--- src/hw/rtl/spq_pkg.sv ---
// Shared types, codes and defaults for the sorted priority queue.
package spq_pkg;

    localparam int DEPTH_DEF     = 16;
    localparam int PRIO_BITS_DEF = 8;

    localparam int VALUE_W    = 32;
    localparam int IN_PRIO_W  = 8;
    localparam int OUT_PRIO_W = 8;
    localparam int FILL_W     = 5;
    localparam int STATUS_W   = 2;

    localparam logic FUNC_INSERT   = 1'b0;
    localparam logic FUNC_DISPATCH = 1'b1;

    localparam logic TIE_FIFO = 1'b0;
    localparam logic TIE_LIFO = 1'b1;

    localparam logic TIE_RESET = TIE_LIFO;

    localparam logic [STATUS_W-1:0] ST_INSERTED   = 2'd0;
    localparam logic [STATUS_W-1:0] ST_DISPATCHED = 2'd1;
    localparam logic [STATUS_W-1:0] ST_EMPTY      = 2'd2;
    localparam logic [STATUS_W-1:0] ST_FULL       = 2'd3;

    typedef struct packed {
        logic load;
        logic exec;
    } t_dp_cmd;

    typedef struct packed {
        logic empty;
        logic full;
    } t_dp_stat;

endpackage

--- src/hw/rtl/spq_ctrl.sv ---
// Controller state machine that sequences the capture and execution of one command.
module spq_ctrl (
    input  logic             i_clk,
    input  logic             i_rst_n,
    input  logic             i_start,
    input  spq_pkg::t_dp_stat i_stat,
    output spq_pkg::t_dp_cmd  o_cmd,
    output logic             o_busy,
    output logic             o_done
);

    typedef enum logic [0:0] {
        S_IDLE,
        S_EXEC
    } t_state;

    t_state r_state;
    logic   r_busy;
    logic   r_done;
    logic   w_accept;

    assign w_accept   = i_start && !r_busy;
    assign o_cmd.load = w_accept;
    assign o_cmd.exec = (r_state == S_EXEC);
    assign o_busy     = r_busy;
    assign o_done     = r_done;

    always_ff @(posedge i_clk) begin
        if (!i_rst_n) begin
            r_state <= S_IDLE;
            r_busy  <= 1'b0;
            r_done  <= 1'b0;
        end else begin
            r_done <= 1'b0;
            case (r_state)
                S_IDLE: begin
                    if (w_accept) begin
                        r_state <= S_EXEC;
                        r_busy  <= 1'b1;
                    end
                end
                S_EXEC: begin
                    r_state <= S_IDLE;
                    r_busy  <= 1'b0;
                    r_done  <= 1'b1;
                end
                default: begin
                    r_state <= S_IDLE;
                    r_busy  <= 1'b0;
                end
            endcase
        end
    end

`ifndef SYNTHESIS
    a_busy_tracks_state: assert property (@(posedge i_clk) disable iff (!i_rst_n)
        r_busy == (r_state == S_EXEC))
        else $error("busy flag disagrees with controller state");
    a_done_after_exec: assert property (@(posedge i_clk) disable iff (!i_rst_n)
        o_cmd.exec |=> r_done && !r_busy)
        else $error("execution cycle not followed by a result beat");
    a_empty_full_excl: assert property (@(posedge i_clk) disable iff (!i_rst_n)
        !(i_stat.empty && i_stat.full))
        else $error("queue reported empty and full at once");
`endif

endmodule

--- src/hw/rtl/spq_datapath.sv ---
// Datapath holding the sorted entry cells, the tie mode register and the result registers.
module spq_datapath #(
    parameter int DEPTH     = spq_pkg::DEPTH_DEF,
    parameter int PRIO_BITS = spq_pkg::PRIO_BITS_DEF
) (
    input  logic                                i_clk,
    input  logic                                i_rst_n,
    input  spq_pkg::t_dp_cmd                     i_cmd,
    output spq_pkg::t_dp_stat                    o_stat,
    input  logic                                i_cfg_we,
    input  logic                                i_cfg_data,
    input  logic                                i_func,
    input  logic signed [spq_pkg::VALUE_W-1:0]    i_item_value,
    input  logic [spq_pkg::IN_PRIO_W-1:0]         i_item_priority,
    output logic [spq_pkg::STATUS_W-1:0]          o_status,
    output logic signed [spq_pkg::VALUE_W-1:0]    o_out_value,
    output logic [spq_pkg::OUT_PRIO_W-1:0]        o_out_priority,
    output logic [spq_pkg::FILL_W-1:0]            o_fill_count
);

    localparam int CNT_W = $clog2(DEPTH + 1);
    localparam logic [CNT_W-1:0] CNT_FULL = CNT_W'(DEPTH);

    logic                                r_tie_mode;
    logic                                r_func;
    logic [spq_pkg::VALUE_W-1:0]         r_val;
    logic [PRIO_BITS-1:0]                r_pri;
    logic [spq_pkg::VALUE_W-1:0]         r_val_q [DEPTH];
    logic [PRIO_BITS-1:0]                r_pri_q [DEPTH];
    logic [CNT_W-1:0]                    r_count;
    logic [spq_pkg::STATUS_W-1:0]        r_status;
    logic [spq_pkg::VALUE_W-1:0]         r_out_value;
    logic [spq_pkg::OUT_PRIO_W-1:0]      r_out_pri;

    logic [PRIO_BITS+spq_pkg::IN_PRIO_W-1:0]  w_in_pri_ext;
    logic [spq_pkg::OUT_PRIO_W+PRIO_BITS-1:0] w_head_pri_ext;
    logic [spq_pkg::FILL_W+CNT_W-1:0]         w_fill_ext;
    logic [DEPTH-1:0]                         w_before;
    logic                                     w_full;
    logic                                     w_empty;
    logic                                     w_do_insert;
    logic                                     w_do_dispatch;

    assign w_in_pri_ext   = {{PRIO_BITS{1'b0}}, i_item_priority};
    assign w_head_pri_ext = {{spq_pkg::OUT_PRIO_W{1'b0}}, r_pri_q[0]};
    assign w_fill_ext     = {{spq_pkg::FILL_W{1'b0}}, r_count};

    assign w_full  = (r_count == CNT_FULL);
    assign w_empty = (r_count == '0);
    assign o_stat.full  = w_full;
    assign o_stat.empty = w_empty;

    assign w_do_insert   = i_cmd.exec && (r_func == spq_pkg::FUNC_INSERT) && !w_full;
    assign w_do_dispatch = i_cmd.exec && (r_func == spq_pkg::FUNC_DISPATCH) && !w_empty;

    // A cell stays in place on insert when its entry sorts ahead of the new one.
    always_comb begin
        for (int i = 0; i < DEPTH; i++) begin
            if (r_tie_mode == spq_pkg::TIE_LIFO) begin
                w_before[i] = (CNT_W'(i) < r_count) && (r_pri_q[i] < r_pri);
            end else begin
                w_before[i] = (CNT_W'(i) < r_count) && (r_pri_q[i] <= r_pri);
            end
        end
    end

    always_ff @(posedge i_clk) begin
        if (w_do_insert) begin
            if (!w_before[0]) begin
                r_val_q[0] <= r_val;
                r_pri_q[0] <= r_pri;
            end
            for (int i = 1; i < DEPTH; i++) begin
                if (!w_before[i]) begin
                    if (w_before[i-1]) begin
                        r_val_q[i] <= r_val;
                        r_pri_q[i] <= r_pri;
                    end else begin
                        r_val_q[i] <= r_val_q[i-1];
                        r_pri_q[i] <= r_pri_q[i-1];
                    end
                end
            end
        end else if (w_do_dispatch) begin
            for (int i = 0; i < DEPTH - 1; i++) begin
                r_val_q[i] <= r_val_q[i+1];
                r_pri_q[i] <= r_pri_q[i+1];
            end
        end
    end

    always_ff @(posedge i_clk) begin
        if (i_cmd.load) begin
            r_func <= i_func;
            r_val  <= i_item_value;
            r_pri  <= w_in_pri_ext[PRIO_BITS-1:0];
        end
        if (i_cmd.exec) begin
            r_out_value <= '0;
            r_out_pri   <= '0;
            if (r_func == spq_pkg::FUNC_INSERT) begin
                r_status <= w_full ? spq_pkg::ST_FULL : spq_pkg::ST_INSERTED;
            end else if (w_empty) begin
                r_status <= spq_pkg::ST_EMPTY;
            end else begin
                r_status    <= spq_pkg::ST_DISPATCHED;
                r_out_value <= r_val_q[0];
                r_out_pri   <= w_head_pri_ext[spq_pkg::OUT_PRIO_W-1:0];
            end
        end
    end

    always_ff @(posedge i_clk) begin
        if (!i_rst_n) begin
            r_count    <= '0;
            r_tie_mode <= spq_pkg::TIE_RESET;
        end else begin
            if (i_cfg_we) begin
                r_tie_mode <= i_cfg_data;
            end
            if (w_do_insert) begin
                r_count <= r_count + CNT_W'(1);
            end else if (w_do_dispatch) begin
                r_count <= r_count - CNT_W'(1);
            end
        end
    end

    assign o_status       = r_status;
    assign o_out_value    = r_out_value;
    assign o_out_priority = r_out_pri;
    assign o_fill_count   = w_fill_ext[spq_pkg::FILL_W-1:0];

`ifndef SYNTHESIS
    a_count_bounded: assert property (@(posedge i_clk) disable iff (!i_rst_n)
        r_count <= CNT_FULL)
        else $error("entry count exceeds queue depth");
    a_full_insert_holds: assert property (@(posedge i_clk) disable iff (!i_rst_n)
        i_cmd.exec && (r_func == spq_pkg::FUNC_INSERT) && w_full |=> $stable(r_count))
        else $error("dropped insert changed the entry count");
    a_empty_dispatch_holds: assert property (@(posedge i_clk) disable iff (!i_rst_n)
        i_cmd.exec && (r_func == spq_pkg::FUNC_DISPATCH) && w_empty |=> $stable(r_count))
        else $error("dispatch from an empty queue changed the entry count");
`endif

endmodule

--- src/hw/rtl/sorted_priority_queue_unit.sv ---
// Top level of the sorted priority queue: controller, datapath and configuration port.
//
//   channel   direction  handshake                    beat contents
//   command   in         i_start high, o_busy low     i_func, i_item_value, i_item_priority
//   result    out        o_done strobe, one cycle     o_status, o_out_value,
//                                                     o_out_priority, o_fill_count
//   config    in         i_cfg_valid and o_cfg_ready  i_cfg_data (tie mode)
//
// Each command is captured from the beat in S_IDLE and then updates the
// entry cells in S_EXEC, whose compare-and-shift acts on all cells at once.
// The result beat appears the cycle after execution, as o_busy drops, so a new
// command can be accepted in the same cycle that a result is presented.
// Reset is synchronous and active low; it empties the queue and sets tie mode to lifo.
// The receiver cannot stall results; the configuration port is always ready.
module sorted_priority_queue_unit #(
    parameter int DEPTH     = spq_pkg::DEPTH_DEF,
    parameter int PRIO_BITS = spq_pkg::PRIO_BITS_DEF
) (
    input  logic                               i_clk,
    input  logic                               i_rst_n,
    input  logic                               i_start,
    output logic                               o_busy,
    input  logic                               i_func,
    input  logic signed [spq_pkg::VALUE_W-1:0]   i_item_value,
    input  logic [spq_pkg::IN_PRIO_W-1:0]        i_item_priority,
    output logic                               o_done,
    output logic [spq_pkg::STATUS_W-1:0]         o_status,
    output logic signed [spq_pkg::VALUE_W-1:0]   o_out_value,
    output logic [spq_pkg::OUT_PRIO_W-1:0]       o_out_priority,
    output logic [spq_pkg::FILL_W-1:0]           o_fill_count,
    input  logic                               i_cfg_valid,
    output logic                               o_cfg_ready,
    input  logic                               i_cfg_data
);

    spq_pkg::t_dp_cmd  w_cmd;
    spq_pkg::t_dp_stat w_stat;

    assign o_cfg_ready = 1'b1;

    spq_ctrl u_ctrl (
        .i_clk   (i_clk),
        .i_rst_n (i_rst_n),
        .i_start (i_start),
        .i_stat  (w_stat),
        .o_cmd   (w_cmd),
        .o_busy  (o_busy),
        .o_done  (o_done)
    );

    spq_datapath #(
        .DEPTH     (DEPTH),
        .PRIO_BITS (PRIO_BITS)
    ) u_datapath (
        .i_clk           (i_clk),
        .i_rst_n         (i_rst_n),
        .i_cmd           (w_cmd),
        .o_stat          (w_stat),
        .i_cfg_we        (i_cfg_valid && o_cfg_ready),
        .i_cfg_data      (i_cfg_data),
        .i_func          (i_func),
        .i_item_value    (i_item_value),
        .i_item_priority (i_item_priority),
        .o_status        (o_status),
        .o_out_value     (o_out_value),
        .o_out_priority  (o_out_priority),
        .o_fill_count    (o_fill_count)
    );

endmodule
--- config.mk ---
export PLATFORM = sky130hd
export DESIGN_NAME = sorted_priority_queue_unit
export DESIGN_NICKNAME = d
export VERILOG_FILES = /design/src/hw/rtl/spq_pkg.sv /design/src/hw/rtl/spq_ctrl.sv /design/src/hw/rtl/spq_datapath.sv /design/src/hw/rtl/sorted_priority_queue_unit.sv
export SDC_FILE = /design/constraint.sdc
export NUM_CORES = 2
export LEC_CHECK = 0
export ABC_CLOCK_PERIOD_IN_PS = 12340
export BUFFER_PORTS_ARGS = -buffer_cell sky130_fd_sc_hd__buf_2
export CORE_ASPECT_RATIO = 0.9
export CORE_UTILIZATION = 65
export DETAILED_ROUTE_END_ITERATION = 7
export PLACE_DENSITY = 0.82
export SYNTH_ARGS = -nofsm -noshare
export SYNTH_HDL_FRONTEND = slang
export SYNTH_SLANG_ARGS = --single-unit
export TNS_END_PERCENT = 30
--- constraint.sdc ---
create_clock -name i_clk -period 12.34 [get_ports i_clk]
set_clock_uncertainty 0.2 [all_clocks]
set_input_delay 1.234 -clock i_clk [delete_from_list [all_inputs] [get_ports i_clk]]
set_output_delay 1.234 -clock i_clk [all_outputs]
set_load 0.1 [all_outputs]
After elaboration in Yosys (flattened, before gate mapping)
Memories as Yosys holds them, arrays and structs flattened.
Index checks and enable logic that the tools add are counted.
- bits in registers: 92
- bits in writable memories: 640
- input bits: 46
- output and inout port bits: 50
- word-level logic and storage cells: 381
- memories kept: 2
- add/sub/neg operators: 2
- order comparisons: 48
- equality and inequality tests: 2
- mux-type cells: 211
- bitwise logic cells: 62
- reductions and logical operators: 43
- memory list (memory ; words ; bits a word ; read ports ; clocked after Yosys merged registers in ; write ports ; line ; text):
    u_datapath.r_val_q ; 16 ; 32 ; 16 ; 0 ; 16 ; spq_datapath.sv:28 ; logic [spq_pkg::VALUE_W-1:0] r_val_q [DEPTH];
    u_datapath.r_pri_q ; 16 ; 8 ; 16 ; 0 ; 16 ; spq_datapath.sv:29 ; logic [PRIO_BITS-1:0] r_pri_q [DEPTH];
- operator list (kind ; count):
    32-bit two-way mux ; 30
    8-bit two-way mux ; 30
    1-bit two-way mux ; 144
    8-bit less-or-equal comparator ; 16
    8-bit less-than comparator ; 16
    1-bit bitwise OR ; 60
    4-bit by 5-bit less-than comparator with 1-bit output (first input constant) ; 8
    1-bit logical AND ; 37
    3-bit by 5-bit less-than comparator with 1-bit output (first input constant) ; 4
    1-bit by 5-bit less-than comparator with 1-bit output (first input constant) ; 2
    2-bit by 5-bit less-than comparator with 1-bit output (first input constant) ; 2
    5-bit two-way mux ; 2
    2-bit two-way mux ; 3
    5-bit by 1-bit adder with 5-bit output (second input constant) ; 1
    5-bit == test (second input constant) ; 1
    5-bit zero test ; 1
    5-bit by 1-bit subtractor with 5-bit output (second input constant) ; 1
    1-bit case mux with 2 select lines ; 2
    1-bit zero test ; 3
    2-bit by 1-bit != test with 1-bit output (second input constant) ; 1
    1-bit inverter ; 2
    2-bit nonzero test ; 1
    2-bit OR reduction ; 1

Longest topological paths before layout
An unclocked memory read counts as a cell.
- depth in word-level cells: 10
- depth in mapped cells: 13
- depth with buffers taken out: 8

Cells and area by module
A second synthesis with hierarchy kept.
- cell total of the unflattened synthesis: 3276
- area total of the unflattened synthesis: 37533.5 um^2
- modules (own cells, without submodules) (module ; times used ; cells an instance ; area an instance (um^2) ; sequential area each (um^2)):
    spq_datapath ; 1 ; 3264 ; 37402.1 ; 21830.9
    spq_ctrl ; 1 ; 10 ; 120.1 ; 60.1
    sorted_priority_queue_unit ; 1 ; 2 ; 11.3 ; 0.0

Worst setup path before layout
No wires, ideal clock.
- path kind: register -> register
- start point: register u_datapath.r_count[1] (netlist: u_datapath.o_fill_count[1])
- end point: memory u_datapath.r_pri_q[0][0] (netlist bit), enable pin
- library setup time: 0.437 ns
- arrival: 4.043 ns
- required time: 11.703 ns
- setup slack: 7.660 ns
- stages on the path, launching flop included: 10
- path buffers: 3
- period minus slack after synthesis: 4.680 ns
- cell sequence: dfxtp_1 -> buf_2 -> inv_1 -> ha_1 -> or3b_1 -> buf_2 -> o21a_1 -> clkbuf_1 -> nor2_1 -> nor2_1
- RTL lines (element ; line ; text):
    start, declared ; spq_datapath.sv:30 ; logic [CNT_W-1:0] r_count;
    start signal, assigned ; spq_datapath.sv:122 ; r_count <= r_count + CNT_W'(1);
    start signal, assigned ; spq_datapath.sv:124 ; r_count <= r_count - CNT_W'(1);
    end, declared ; spq_datapath.sv:29 ;

==> flow_metrics.env <==
export IMPL_outcome="complete, no violations"
export IMPL_powerDensity_nw_per_um2=136
export IMPL_ys_ff_latch=732
export IMPL_routedWlPerCell_um=24.0
export IMPL_nets=3358
export IMPL_path_max_fanout=41
export IMPL_netlist_top_cells_count="edfxtp_1, nand2_1, o21ai_0"
export IMPL_drc=0
export IMPL_yosysWarnings=0
export IMPL_synth_most_common_cell="edfxtp_1"
export IMPL_routed_wl_um=96000
export IMPL_reg2reg_depth=10
export IMPL_p_int_mw=4.21
export IMPL_power_switching_share=0.247
export IMPL_fp_coreArea_um2=57400
export IMPL_crit_path_end_kind="flop"
export IMPL_cp_slowest_cell="nand2_1"
export IMPL_dp_hpwl_um=64800
export IMPL_timing_fmax_mhz=198
export IMPL_post_cts_resized=0
export IMPL_synth_compound_area_frac=0.147
export IMPL_synth_top_family_by_area="compound AO/OA/AOI/OAI gates"
export IMPL_grt_ovfl_total=0
export IMPL_die_height_um=231
export IMPL_cp_arrival_ns=5.11
export IMPL_rows=83
export IMPL_track_usage=0.321
export IMPL_hold_depth=2
export IMPL_cts_tree="built"
export IMPL_synth_area_um2=38000
export IMPL_die_w_um=257
export IMPL_ys_async_sr_fraction=0
export IMPL_syn_area_per_cell_um2=11.7
export IMPL_cp_data_required_time_ns=12.39
export IMPL_yosysTopAreaCell="edfxtp_1"
export IMPL_synth_area_leaders="edfxtp_1, mux2i_1, nand2_1"
export IMPL_dpl_instance_area_um2=38800
export IMPL_clk_path_buf_depth=3
export IMPL_yosysSeqAreaShare=0.576
export IMPL_synth_xor_area_share=0.00115
export IMPL_clk_pin_slew_ns=0.06
export IMPL_synth_fa_ha_area_frac=0.0431
export IMPL_clk_latency_ns=0.61
export IMPL_synth_fp_nets=3416
export IMPL_path_class="reg -> reg"
export IMPL_drt_pass1_iterations=7
export IMPL_synth_enable_flop_cells=723
export IMPL_clockRootBuffer="clkbuf_16"
export IMPL_antenna_left=0
export IMPL_p_comb_frac=0.093
export IMPL_hp_class="reg -> reg"
export IMPL_place_congestion=0.921
export IMPL_antenna_found_initial=0
export IMPL_syn_to_final_growth_pct=7.94
export IMPL_vias=27100
export IMPL_finalSetupViolations=0
export IMPL_grt_pass1_vias=27500
export IMPL_post_cts_buffers=0
export IMPL_drv_slew=0
export IMPL_tightest_slew_ns=1.31
export IMPL_avgViaCountPerCell=6.78
export IMPL_critPathMaxStageDelay_ns=0.86
export IMPL_ys_types=69
export IMPL_p_leak_nw=14.4
export IMPL_n_antenna_cell=0
export IMPL_p_seq_frac=0.526
export IMPL_port_buffers=94
export IMPL_irDropWorstVdd_uv=119
export IMPL_cp_start_kind="flop"
export IMPL_drt_iter0_markers=2982
export IMPL_final_area_um2=41000
export IMPL_ys_flop_type="edfxtp_1"
export IMPL_clkPwrFrac=0.381
export IMPL_hold_violations=0
export IMPL_rsz0062_at_grt="no"
export IMPL_holdWs_ns=0.332
export IMPL_cts_buffers=74
export IMPL_slew_headroom=0.127
export IMPL_clkSinkCount=732
export IMPL_muxShareOfSynthArea=0.0871
export IMPL_synthDominantCellAreaShare=0.571
export IMPL_hold_buffers=0
export IMPL_syn_inst=3239
export IMPL_initial_core_util=0.662
export IMPL_drive_above_1_share=0.124
export IMPL_pin_count=96
export IMPL_htreeDepth=3
export IMPL_period_share=0.410
export IMPL_switchingPower_mw=1.39
export IMPL_die_area_um2=59500
export IMPL_yosys_area_share_simple=0.102
export IMPL_grt_pass1_wl_um=151000
export IMPL_cap_violations=0
export IMPL_grt_max_degree=247
export IMPL_min_period_ns=5.06
export IMPL_crit_chain="inv_1, ha_1, nor2b_1, o211ai_1, a21o_1, a21oi_4, buf_4, nand2_1, nand2_1, buf_4"
export IMPL_fin_tns_setup_ns=0
worst max-delay path: cells and delay by family, from the launching register on:
kind / cells / cell delay [ns]
flops: 1 / 0.55
buf+inv: 3 / 1.88
compound gates: 3 / 0.40
simple gates: 3 / 1.28
fa+ha+maj: 1 / 0.29
sequential cells by signal, indices dropped and copies added, names as in the netlist:
signal	count
u_datapath.o_out_value	32
u_datapath.r_tie_mode	1
u_datapath.r_func	1
u_datapath.o_out_priority	8
u_datapath.r_pri	8
u_datapath.r_pri_q	128
u_ctrl.r_state	1
u_datapath.r_val_q	512
u_ctrl.o_busy	1
u_datapath.o_status	2
u_datapath.o_fill_count	5
u_datapath.r_val	32
u_ctrl.o_done	1
cell usage in the layout, fill, tap and decap left out, types with 14 or more instances in the layout:
cell and instances:
nand4_1 62, nand2_1 583, buf_4 52, inv_1 104, a21oi_1 163, mux2i_1 242, nand3_1 96, buf_2 94
clkbuf_1 19, and2_1 52, ha_1 131, o211ai_1 86, a221o_1 117, nor2_1 21, o221ai_1 35, mux2_2 79
o21ai_0 259, clkbuf_16 76, o221ai_2 50, a21o_1 14, clkinv_1 17, edfxtp_1 723
metrics by stage:
| step | power, mW | util | setup WS, ns | cells |
|---|---|---|---|---|
| after global placement | 3.48 | 0.675 | 7.53 | 3869 |
| after global routing | 5.76 | 0.715 | 6.98 | 3999 |
| after CTS | 5.61 | 0.714 | 7.27 | 3998 |
| final | 5.60 | 0.715 | 7.28 | 3999 |
| after detailed placement | 3.51 | 0.675 | 7.33 | 3869 |
| after floorplan | 3.35 | - | 7.66 | 3239 |
layout make-up:
class,instances,area (um2)
Clock buffer,95,1970
Clock inverter,34,249
Fill cell,3904,16400
Inverter,104,390
Multi-Input combinational cell,2121,14700
Sequential cell,732,21900
Tap cell,765,957
Timing Repair Buffer,148,908
path summary, 6_finish.rpt:
| path | from | to | slack, ns |
|---|---|---|---|
| worst max-delay path | u_datapath.r_pri[1] | u_datapath.r_val_q[0][367] | 7.28 |
| worst min-delay path | u_datapath.r_val_q[0][500] | u_datapath.r_val_q[0][468] | 0.33 |
| worst max register to register | u_datapath.r_pri[1] | u_datapath.r_val_q[0][367] | 7.28 |
| worst min register to register | u_datapath.r_val_q[0][500] | u_datapath.r_val_q[0][468] | 0.33 |
logic make-up (layout without fill, tap and decap cells):
family          count (synthesis)  in the layout
simple gates                  877            877
buf+inv                       386            381
xor+xnor                        5              5
flops                         732            732
mux                           321            321
compound gates                786            786
fa+ha+maj                     131            131
other cells                     1              1
routing by layer:
layer  vias to the layer above  track usage  part of all wire
met5                         -            0                 0
met4                         0       0.0978             0.026
met3                       195       0.0416             0.058
met2                      1162        0.566              0.52
met1                     13600        0.414              0.40
li1                      12100            -                 -
power groups by stage:
| stage | Sequential (mW) | Clock, mW | Combinational, mW |
|---|---|---|---|
| floorplan | 2.99 | 0 | 0.357 |
| CTS | 2.94 | 2.15 | 0.518 |
| global route | 2.95 | 2.24 | 0.569 |
| global placement | 2.99 | 0 | 0.489 |
| finish | 2.94 | 2.14 | 0.521 |
| detailed placement | 2.99 | 0 | 0.514 |
Note: power is estimated with default switching activity, not from simulation.
